===== src/rtl/gag_div.sv =====
// Pipelined restoring divider, one quotient bit per stage; zero divisor gives q=0, r=dividend.
module gag_div #(
  parameter int unsigned DW = 24,
  parameter int unsigned VW = 16
) (
  input  logic          clk_i,
  input  logic [DW-1:0] dividend_i,
  input  logic [VW-1:0] divisor_i,
  output logic [DW-1:0] quotient_o,
  output logic [DW-1:0] remainder_o
);

  localparam int unsigned CW = ((DW > VW) ? DW : VW) + 1;

  logic [DW-1:0] rem_q [DW];
  logic [DW-1:0] dvd_q [DW];
  logic [VW-1:0] dsr_q [DW];

  for (genvar g = 0; g < DW; g++) begin : g_step
    logic [DW-1:0] rem_in;
    logic [DW-1:0] dvd_in;
    logic [VW-1:0] dsr_in;
    logic [CW-1:0] trial;
    logic [CW-1:0] dsr_x;
    logic [CW-1:0] diff;
    logic          take;

    if (g == 0) begin : g_first
      assign rem_in = '0;
      assign dvd_in = dividend_i;
      assign dsr_in = divisor_i;
    end else begin : g_next
      assign rem_in = rem_q[g-1];
      assign dvd_in = dvd_q[g-1];
      assign dsr_in = dsr_q[g-1];
    end

    assign trial = CW'({rem_in, dvd_in[DW-1]});
    assign dsr_x = CW'(dsr_in);
    assign take  = (dsr_in != '0) && (trial >= dsr_x);
    assign diff  = trial - dsr_x;

    always_ff @(posedge clk_i) begin
      rem_q[g] <= take ? diff[DW-1:0] : trial[DW-1:0];
      dvd_q[g] <= {dvd_in[DW-2:0], take};
      dsr_q[g] <= dsr_in;
    end
  end

  assign quotient_o  = dvd_q[DW-1];
  assign remainder_o = rem_q[DW-1];

endmodule


===== config.mk =====
export PLATFORM = sky130hd
export DESIGN_NAME = gag_div
export DESIGN_NICKNAME = d
export VERILOG_FILES = /design/src/rtl/gag_div.sv
export SDC_FILE = /design/constraint.sdc
export NUM_CORES = 2
export LEC_CHECK = 0
export BUFFER_PORTS_ARGS = -buffer_cell sky130_fd_sc_hd__buf_2
export CORE_MARGIN = 5
export CORE_UTILIZATION = 42
export DETAILED_ROUTE_END_ITERATION = 8
export GPL_ROUTABILITY_DRIVEN = 0
export HOLD_SLACK_MARGIN = 0.08
export SLEW_MARGIN = 20
export SYNTH_ARGS = -nofsm -noshare
export SYNTH_HDL_FRONTEND = slang
export SYNTH_SLANG_ARGS = --single-unit

===== constraint.sdc =====
create_clock -name clk_i -period 2.7 [get_ports clk_i]
set_input_delay 0.405 -clock clk_i [delete_from_list [all_inputs] [get_ports clk_i]]
set_output_delay 0.405 -clock clk_i [all_outputs]
set_load 0.02 [all_outputs]

==> summary.md <==
| Metric | Value |
|---|---|
| Fin area | `between 70000 and 80000 sq um` |
| Hold Startpoint | `dividend_i[13]` |
| Worst hold path depth | `2` |
| Largest net degree at the start of global routing | `34` |
| Period utilization | `102.4%` |
| Inst Count DP | `between 8k and 9k` |
| Clock power share | `27.1%` |
| Global route overflow | `0` |
| Fill cells | `between 10k and 15k` |
| FMAX | `approximately 0.36 GHz` |
| Max-capacitance violation count | `0` |
| Setup violators final | `9` |
| Final cell count without fillers | `8704` |
| Pre-CTS setup slack | `-308.5 ps` |
| Vias per cell | `5.054` |
| Slew headroom | `55.96%` |
| Post-layout util | `54.59%` |
| Crit path kind | `reg2reg` |
| Clk_lat worst skew | `800 ps` |
| CTS Buf Count | `156` |
| Post-route minimum period | `2764 ps` |
| Final Max Slew Viols | `0` |
| DP HPWL | `about 110000 um` |
| Area leader, netlist | `dfxtp_1` |
| Ys Warns | `0` |
| Max Root-Sink Buffers | `3` |
| Share of cells above drive strength 1 | `a little over a quarter` |
| Overall routing resource usage | `18.82%` |
| Commonest non-fill, non-tap cell in the layout | `dfxtp_1` |
| Sw frac | `33.59%` |
| H-tree levels | `4` |
| # port buffers | `88` |
| CP endpoint kind | `flop` |
| Status | `finished with violations` |
| Wire per inst | `between 15 and 20 um` |
| Cell Int Power | `57570 uW` |
| Die Footprint | `146800 sq um` |
| # rows | `137` |
| Yosys top cell area share | `51.80%` |
| Vias | `43.99k` |
| Vias in the first global route | `42.72k` |
| DRT iter0 DRCs | `around 2.9k` |
| Worst path required time | `3390 ps` |
| Sequential share of power | `~36%` |
| CP Launch Type | `flop` |
| Syn Nets | `6165` |
| Die extent in y | `383.1 um` |
| NetSw | `29120 uW` |
| Synth async-reset ratio | `0%` |
| Register bit count reported by yosys | `1513` |
| Reg2reg start | `dsr_q[2][63]` |
| Number of flops mapped to enable cells by yosys | `0` |
| Initial antenna violation count | `5` |
| Largest cells by area after synthesis | `dfxtp_1 52%, ha_1 7.9%, xor2_1 3.4%` |
| Comb pwr share | `around 37%` |
| Max Clock Skew | `38.72 ps` |
| CTS Root Cell | `clkbuf_16` |
| Critical Path AT | `around 3500 ps` |
| Clock-pin slew on the worst setup and hold paths | `~60 ps` |
| Final ANT Viol Nets | `0` |
| Sequential element share of the synthesized area | `around half` |
| Fin. Hold Viols | `0` |
| RR Endpoint | `rem_q[2][119]` |
| Core footprint | `139000 sq um` |
| Drt first pass iters | `5` |
| Mapped Cells | `5731` |
| Clk sink count | `1513` |
| Mapped Area | `58480 sq um` |
| Failing checks | `negative setup slack` |
| IO Pins | `89` |
| DRC Markers | `0` |
| Area of placed instances | `~66000 sq um` |
| Lkg Pwr | `roughly 0.034 uW` |
| Mean area per synthesized cell | `10.20 sq um` |
| Detailed Route WL | `144000 um` |
| First-pass GRT wire length | `224300 um` |
| Setup WS post-layout | `-64.44 ps` |
| Pwr dens | `1142 nW/um^2` |
| Ys flop type | `dfxtp_1` |
| Peak supply drop | `0.6714 mV` |
| FF-to-FF path depth | `11` |
| CTS tree | `built` |
| Area Overhead vs Synth | `29.76%` |
| Commonest non-fill, non-tap cells in the layout | `1439 x dfxtp_1, 712 x buf_4, 466 x inv_1` |
| HP Class | `in2reg` |
| Synth cell types | `88` |
| Min-Delay Endpoint | `dvd_q[0][14]` |
| Worst R2R Setup Slack | `-60 ps` |
| RSZ-0062 raised after global routing | `yes` |
| Final #Nets | `7128` |
| Starting Density | `42.07%` |
| Slew of the pin with the lowest slew margin | `~660 ps` |
| Max FO, Critical Path | `4` |
| Die W | `383.1 um` |
worst max-delay path, cell delays in order, from the launching register on:
cell     delay [ps]
dfxtp_2         340
inv_2            50
ha_4            140
or3_4           380
or3_4           340
or4_4           460
o31ai_4         190
o21a_1          210
buf_6           130
a211o_1         150
nor2_2           50
xor2_1          220
routing by layer:
layer,share of wire [%],track usage (%)
met5,0,0
met3,5.4,3.165
met4,2.8,6.008
met1,48,27.08
met2,43,28.84
logic make-up (layout without fill, tap and decap cells):
logic type	Yosys count	count (layout)	synth area share [%]
AOI/OAI and AO/OA	1144	1145	12.60
xor gates and xnor gates	446	446	6.680
adders and majority gates	393	393	8.704
buffers and inverters	569	1664	3.759
DFF	1513	1513	51.80
muxes	189	189	3.603
other	0	1	0
and+or+nand+nor	1477	1477	12.85
worst max-delay path by stage:
stage                       start             to  slack, ps  depth (start not counted)
CTS                  dsr_q[2][63]  rem_q[2][119]        -50                         11
detailed placement   dsr_q[2][67]  rem_q[2][129]       -310                         10
global route        dvd_q[18][23]   rem_q[2][90]       -140                         11
finish               dsr_q[2][63]  rem_q[2][119]        -60                         11
floorplan            dsr_q[1][81]  rem_q[1][157]          5                         12
global placement     dsr_q[2][67]  rem_q[2][129]       -320                         10
what timing repair did:
action / 4_1_cts / 5_1_grt
hold buffers: 40 / 0
cloned: 0 / 13
pin swaps: 30 / 164
buffers inserted: 17 / 61
resized for setup: 122 / 519
endpoints found under the hold margin: 56 / 0
endpoints found under the setup margin: 151 / 443
cell usage after synthesis (73+ instances only):
master	count
a21o_1	137
a21oi_1	266
dfxtp_1	1513
ha_1	370
inv_1	480
mux2_2	167
nand2_1	367
nand2b_1	75
nand3_1	99
nor2_1	288
nor2b_1	73
nor3_1	126
nor4_1	159
o21ai_0	324
xnor2_1	221
xor2_1	225
flip-flops by register name, indices dropped and copies added, names as in the netlist:
register  flops
dvd_q       576
dsr_q       368
rem_q       569
power groups by stage:
| stage | sequential (uW) | clock, uW | combinational [uW] |
|---|---|---|---|
| floorplan | 29600 | 0 | 19400 |
| global placement | 31000 | 0 | 28400 |
| detailed placement | 30900 | 0 | 28700 |
| CTS | 30600 | 24100 | 29600 |
| global route | 31200 | 25200 | 35500 |
| finish | 30800 | 23500 | 32400 |
area by class of cell:
type,count,area [sq um],area share [%]
tap,1876,2347,3.093
multi-input combinational,3650,28450,37.49
antenna,1,2.502,0.003298
sequential,1513,30400,40.06
timing repair buffer,892,7072,9.319
clock inverter,85,1328,1.749
clock buffer,206,4478,5.901
inverter,481,1808,2.383
per-stage QoR:
step,setup TNS (ps),power [uW],hold slack (ps)
after CTS,-80.74,84290,170.5
after floorplan,0,48960,309.6
after global routing,-3595,91860,205.3
after detailed placement,-8350,59640,312.1
final,-263.2,86690,255.4
after global placement,-5372,59380,309.6
(Power assumes the default switching activity.)
